File: src/srl_pkg.sv
`timescale 1ns / 1ps
// srl_pkg: types and constants shared by the stereo linear resampler
// no dependencies

package srl_pkg;

    localparam int CFG_DATA_W  = 16;
    localparam int CFG_INDEX_W = 2;

    localparam logic [CFG_INDEX_W-1:0] CFG_RATE_MODE  = 2'd0;
    localparam logic [CFG_INDEX_W-1:0] CFG_PHASE_STEP = 2'd1;

    localparam logic [1:0] MODE_PASS     = 2'd0;
    localparam logic [1:0] MODE_RESAMPLE = 2'd1;

    localparam longint unsigned RATE_IN_HZ  = 44100;
    localparam longint unsigned RATE_OUT_HZ = 48000;

    typedef enum logic [2:0] {
        ST_IDLE,
        ST_PASS,
        ST_MUL_L,
        ST_MUL_R,
        ST_EMIT
    } srl_state_t;

endpackage

File: src/stereo_linear_resampler_top.sv
`timescale 1ns / 1ps
// stereo_linear_resampler_top: stereo linear interpolation resampler
// depends on srl_pkg
//
// one stereo frame comes in on the s_ channel, zero to two frames leave on the m_ channel.
// m_tlast marks the final output frame caused by an input item.
// passthrough: one output frame, stored into the output register from the pass state.
// resample: one shared multiplier does both channels of each output frame in turn,
// the left product in ST_MUL_L and the right in ST_MUL_R, with the frame stored from ST_EMIT;
// a second output frame of the same item goes round again from ST_MUL_L.
// discard: the item is taken and gives no output.
// s_tready is high only while the sequencer is idle; one item is worked at a time.
// the output register holds a finished frame while the receiver stalls; the sequencer
// waits in its pass or emit state until the frame ahead has been taken, and the next input
// item may be accepted while the last frame still waits.
// configuration writes take effect at once and must only come while the block is idle.
// reset clears phase, previous-frame flag, mode (passthrough) and the step (44.1k/48k).

module stereo_linear_resampler_top #(
    parameter int SAMPLE_WIDTH = 16,
    parameter int FRAC_BITS    = 16
) (
    input  logic                                    clk,
    input  logic                                    rst_n,
    // s_tdata: left_sample, right_sample
    input  logic [((2*SAMPLE_WIDTH+7)/8)*8-1:0]     s_tdata,
    // s_tuser: stream_start
    input  logic [0:0]                              s_tuser,
    input  logic                                    s_tvalid,
    output logic                                    s_tready,
    // m_tdata: left_out, right_out
    output logic [((2*SAMPLE_WIDTH+7)/8)*8-1:0]     m_tdata,
    output logic                                    m_tlast,
    output logic                                    m_tvalid,
    input  logic                                    m_tready,
    input  logic                                    cfg_we,
    input  logic [srl_pkg::CFG_INDEX_W-1:0]         cfg_index,
    input  logic [srl_pkg::CFG_DATA_W-1:0]          cfg_data
);
    import srl_pkg::*;

    localparam int SW     = SAMPLE_WIDTH;
    localparam int F      = FRAC_BITS;
    localparam int DATA_W = ((2*SW+7)/8)*8;
    localparam int PROD_W = SW + F + 2;

    localparam logic [F-1:0] MIN_STEP   = {1'b1, {(F-1){1'b0}}};
    localparam logic [F-1:0] STEP_RESET = F'((RATE_IN_HZ << F) / RATE_OUT_HZ);

    srl_state_t state_reg, state_next;

    logic [1:0]   mode_reg;
    logic [F-1:0] step_reg;
    logic [F-1:0] phase_reg;
    logic         have_prev_reg;
    logic [F-1:0] pos_reg;
    logic         cnt_reg;

    logic [SW-1:0] prev_l_reg, prev_r_reg;
    logic [SW-1:0] cur_l_reg, cur_r_reg;
    logic [SW-1:0] s0_l_reg, s0_r_reg;
    logic [SW:0]   d_l_reg, d_r_reg;
    logic [SW-1:0] res_l_reg;
    logic signed [PROD_W-1:0] prod_reg;

    logic [DATA_W-1:0] m_tdata_reg;
    logic              m_tlast_reg;
    logic              m_tvalid_reg;

    logic [SW-1:0] in_l, in_r, sel_l, sel_r;
    logic          in_start, in_acc, slot_free, emit, emit_last;
    logic [F-1:0]  step_eff;
    logic [F:0]    pos_sum;
    logic signed [SW:0]   mul_a;
    logic signed [F:0]    mul_b;
    logic signed [PROD_W-1:0] prod_w, prod_sh;
    logic [SW-1:0] res_r;
    logic [DATA_W-1:0] out_data;

    assign in_l     = s_tdata[SW-1:0];
    assign in_r     = s_tdata[2*SW-1:SW];
    assign in_start = s_tuser[0];
    assign sel_l    = (have_prev_reg && !in_start) ? prev_l_reg : in_l;
    assign sel_r    = (have_prev_reg && !in_start) ? prev_r_reg : in_r;

    assign step_eff  = (step_reg < MIN_STEP) ? MIN_STEP : step_reg;
    assign pos_sum   = {1'b0, pos_reg} + {1'b0, step_eff};
    assign emit_last = pos_sum[F] || cnt_reg;
    assign slot_free = !m_tvalid_reg || m_tready;

    // shared multiplier
    assign mul_a   = (state_reg == ST_MUL_L) ? $signed(d_l_reg) : $signed(d_r_reg);
    assign mul_b   = $signed({1'b0, pos_reg});
    assign prod_w  = mul_a * mul_b;
    assign prod_sh = prod_reg >>> F;
    assign res_r   = s0_r_reg + prod_sh[SW-1:0];

    always_comb
    begin
        state_next = state_reg;
        case (state_reg)
            ST_IDLE:
            begin
                if (s_tvalid)
                begin
                    if (mode_reg == MODE_PASS)
                        state_next = ST_PASS;
                    else if (mode_reg == MODE_RESAMPLE)
                        state_next = ST_MUL_L;
                end
            end
            ST_PASS:  if (slot_free) state_next = ST_IDLE;
            ST_MUL_L: state_next = ST_MUL_R;
            ST_MUL_R: state_next = ST_EMIT;
            ST_EMIT:
            begin
                if (slot_free)
                    state_next = emit_last ? ST_IDLE : ST_MUL_L;
            end
            default:  state_next = ST_IDLE;
        endcase
    end

    always_comb
    begin
        s_tready = 1'b0;
        emit     = 1'b0;
        out_data = '0;
        case (state_reg)
            ST_IDLE: s_tready = 1'b1;
            ST_PASS:
            begin
                emit = slot_free;
                out_data[2*SW-1:0] = {cur_r_reg, cur_l_reg};
            end
            ST_EMIT:
            begin
                emit = slot_free;
                out_data[2*SW-1:0] = {res_r, res_l_reg};
            end
            default: s_tready = 1'b0;
        endcase
    end

    assign in_acc = s_tvalid && s_tready;

    always_ff @(posedge clk or negedge rst_n)
    begin
        if (!rst_n)
        begin
            state_reg     <= ST_IDLE;
            mode_reg      <= MODE_PASS;
            step_reg      <= STEP_RESET;
            phase_reg     <= '0;
            have_prev_reg <= 1'b0;
            pos_reg       <= '0;
            cnt_reg       <= 1'b0;
            m_tvalid_reg  <= 1'b0;
        end
        else
        begin
            state_reg <= state_next;
            if (cfg_we && cfg_index == CFG_RATE_MODE)
                mode_reg <= cfg_data[1:0];
            if (cfg_we && cfg_index == CFG_PHASE_STEP)
                step_reg <= F'(cfg_data);
            if (in_acc)
            begin
                pos_reg <= in_start ? '0 : phase_reg;
                cnt_reg <= 1'b0;
                if (in_start)
                begin
                    phase_reg     <= '0;
                    have_prev_reg <= 1'b0;
                end
            end
            else if (emit && state_reg == ST_EMIT)
            begin
                pos_reg <= pos_sum[F-1:0];
                cnt_reg <= 1'b1;
                if (emit_last)
                begin
                    phase_reg     <= pos_sum[F-1:0];
                    have_prev_reg <= 1'b1;
                end
            end
            if (emit)
                m_tvalid_reg <= 1'b1;
            else if (m_tready)
                m_tvalid_reg <= 1'b0;
        end
    end

    // payload registers
    always_ff @(posedge clk)
    begin
        if (in_acc)
        begin
            cur_l_reg <= in_l;
            cur_r_reg <= in_r;
            s0_l_reg  <= sel_l;
            s0_r_reg  <= sel_r;
            d_l_reg   <= {in_l[SW-1], in_l} - {sel_l[SW-1], sel_l};
            d_r_reg   <= {in_r[SW-1], in_r} - {sel_r[SW-1], sel_r};
        end
        if (state_reg == ST_MUL_L || state_reg == ST_MUL_R)
            prod_reg <= prod_w;
        if (state_reg == ST_MUL_R)
            res_l_reg <= s0_l_reg + prod_sh[SW-1:0];
        if (emit && state_reg == ST_EMIT && emit_last)
        begin
            prev_l_reg <= cur_l_reg;
            prev_r_reg <= cur_r_reg;
        end
        if (emit)
        begin
            m_tdata_reg <= out_data;
            m_tlast_reg <= (state_reg == ST_PASS) ? 1'b1 : emit_last;
        end
    end

    assign m_tdata  = m_tdata_reg;
    assign m_tlast  = m_tlast_reg;
    assign m_tvalid = m_tvalid_reg;

    // second output frame of an item always crosses a whole input frame
    a_second_crosses: assert property (@(posedge clk) disable iff (!rst_n)
        (state_reg == ST_EMIT && cnt_reg) |-> pos_sum[F])
        else $error("second output frame without phase wrap");

    // previous frame becomes valid only on the last resampled frame of an item
    a_prev_on_last: assert property (@(posedge clk) disable iff (!rst_n)
        $rose(have_prev_reg) |-> $past(emit && state_reg == ST_EMIT && emit_last))
        else $error("previous frame taken outside last emission");

    // a stalled output frame is never overwritten
    a_no_overwrite: assert property (@(posedge clk) disable iff (!rst_n)
        (m_tvalid_reg && !m_tready) |-> !emit)
        else $error("output frame overwritten while stalled");

endmodule
File: config.mk
export PLATFORM = sky130hd
export DESIGN_NAME = stereo_linear_resampler_top
export DESIGN_NICKNAME = d
export VERILOG_FILES = /design/src/srl_pkg.sv /design/src/stereo_linear_resampler_top.sv
export SDC_FILE = /design/constraint.sdc
export NUM_CORES = 1
export LEC_CHECK = 0
export BUFFER_PORTS_ARGS = -buffer_cell sky130_fd_sc_hd__buf_2
export CORE_ASPECT_RATIO = 2
export CORE_MARGIN = 1.5
export CORE_UTILIZATION = 44
export DETAILED_ROUTE_END_ITERATION = 10
export SKIP_CTS_REPAIR_TIMING = 1
export SLEW_MARGIN = 5
export SYNTH_ARGS = -nofsm -noshare
export SYNTH_HDL_FRONTEND = slang
export SYNTH_SLANG_ARGS = --single-unit
export TNS_END_PERCENT = 50
File: constraint.sdc
create_clock -name clk -period 8 [get_ports clk]
set_clock_uncertainty 0.05 [all_clocks]
set_input_delay 0.4 -clock clk [delete_from_list [all_inputs] [get_ports clk]]
set_output_delay 0.4 -clock clk [all_outputs]
set_load 0.01 [all_outputs]
==> metrics <==
status complete, but fails checks; failing checks negative hold slack; crit path time final 7643 ps; Post-synth ARST share 22.31%; core box area 49930 um^2; Final nets 2663; Clock Sinks 251; dpl hpwl 49290 um; n_diodes 0; IO Port Bufs 90; root buffer selected by CTS clkbuf_16; RSZ-0062 raised after global routing no; TritonRoute pass-1 iters 5; routed len/inst 21.45 um; Worst-path clk slew 70 ps; Post-Syn Area per Cell 10.63 um^2; Seq/Total Area, Yosys 32.68%; Max Freq 130.8 MHz; register bit total from synthesis 251; Setup violations, final 0; first-pass GRT wire length 92900 um; commonest non-fill, non-tap cell in the layout inv_1; clk buf depth 3; final wirelength 61050 um; slowest stage delay, CP 560 ps; CTS tree done; Worst Path Class, Setup flop to flop; Crit path top cell by count fa_1; Syn Nets 2575; Critical Path Start Type flop; Die W 162.0 um; max cap viols 0; fillcell total 4681; Synth warnings 0; Synth top area share 26.32%; Inserted Clock Buffers 24; Unique masters post-synth 59; Post-Synthesis Cells 2092; max FFs per register 32; CP Data Arrival Time 7890 ps; Cell Area, Synth 22240 um^2; gr usage total 24.12%; TNS Setup 0 ps; worst slew pin tran 1111 ps; worst min-delay path category input pin to asynchronous set/reset pin; Pins Over Slew Limit 0; DIE AREA 51990 um^2; total congestion overflow 0; vias post-DR 15190; Starting DRT DRC Count 660; largest net degree at the start of global routing 69; chip height 321.0 um; vias in the first global route 16160; WHS -69.05 ps; layout cells sized above 1 10.70%; Synth area leader edfxtp_1; Final Cycle Share 95.53%; Worst-Skew Late Latency 550 ps; commonest non-fill, non-tap cells in the layout 395 x inv_1, 270 x fa_1, 204 x nand2_1; Critical-path top delay cell fa_1; antenna viol nets, final 0; Top Ports 91; FP Rows 116; Main synth FF type edfxtp_1; final hold vios 46; maximum fanout along the worst path 17; RePlAce Congestion 0.9213; initial antenna violation count 1; initial core utilization 44.55%; routed vias/inst 5.339; CP Data Required Time 8250 ps; slew margin rel. 25.95%; crit path capture type flop; area delta synth->final 9.512%; H-Tree Depth 1; EDFF count, synth 195; drt drc 0; Synth area leaders edfxtp_1 26%, fa_1 24%, ha_1 8.8%
logic make-up (layout without fill, tap and decap cells):
logic type	after synthesis	in the layout	share of synthesized area, %
AOI/OAI and AO/OA	242	242	7.183
xor gates and xnor gates	84	84	3.307
adders and majority gates	427	427	33.13
buffers and inverters	459	564	7.813
DFF	251	251	32.68
muxes	78	78	3.774
and+or+nand+nor	551	551	12.11
worst max-delay path, delay by kind of cell (launching register included):
kind | cells | cell delay (ps)
XOR/XNOR | 1 | 110
AO/OA/AOI/OAI | 4 | 1350
buffers and inverters | 6 | 630
multiplexers | 1 | 510
AND/OR/NAND/NOR | 6 | 1130
adder cells (fa/ha/maj) | 7 | 3130
flip-flops | 1 | 480
final cells by class:
type,instances,area [um^2],area share (%)
Clock buffer,28,615.6,2.527
Clock inverter,15,178.9,0.7345
Inverter,396,1489,6.112
Multi-Input combinational cell,1382,13270,54.48
Sequential cell,251,7269,29.84
Tap cell,649,812.0,3.334
Timing Repair Buffer,125,724.4,2.974
synthesized netlist by cell type, drive strengths merged, types with 2 or more instances:
cell type and n:
dfstp 10, mux2 47, nand3 20, or2 5, o211ai 2, a31oi 14
dfrtp 46, nand3b 6, o31ai 6, fa 270, xnor2 62, clkbuf 45
nor3b 6, a211o 4, and2 147, ha 157, edfxtp 195, and3 11
nand2b 8, o21ai 56, nor3 32, or3 9, o2111a 2, buf 18
nor4 3, inv 396, mux2i 31, nor2b 12, a21oi 64, nor2 80
nand2 205, xor2 22, nand4 5, a311oi 4, a221oi 3, o41ai 3
a22o 26, a21boi 5, o21a 12, a31o 2, o21bai 2, a21o 18
a211oi 10
layer usage:
layer,up-vias,wire [um],track usage (%)
met4,0,5576,18.06
met5,-,0,0
met1,7731,19790,23.32
li1,6936,-,-
met2,354,34100,46.60
met3,173,1585,1.973
path summary, 6_finish.rpt:
check | end | cells past startpoint | slack [ps] | start
max in group asynchronous | pos_reg[1] | 2 | 7450 | rst_n
max | prod_reg[31] | 25 | 360 | state_reg[1]
max reg2reg | prod_reg[31] | 25 | 360 | state_reg[1]
min | step_reg[7] | 2 | -70 | rst_n
min in group clk | cur_l_reg[0] | 1 | 20 | s_tdata[0]
min reg2reg | prev_l_reg[13] | 0 | 400 | cur_l_reg[13]
stage by stage:
step,setup slack (ps),hold slack [ps],std cells,instance area [um^2],utilization [%]
floorplan,131.5,54.41,2092,22240,-
global placement,286.2,378.4,2800,23520,47.12
detailed placement,242.2,384.8,2800,23520,47.12
CTS,215.4,-48.90,2843,24320,48.71
global route,32.85,3.904,2846,24360,48.79
finish,357.4,-69.05,2846,24360,48.79
Power is not shown: default switching activity piles up to over one toggle a cycle in this logic, so the estimate is an artifact.
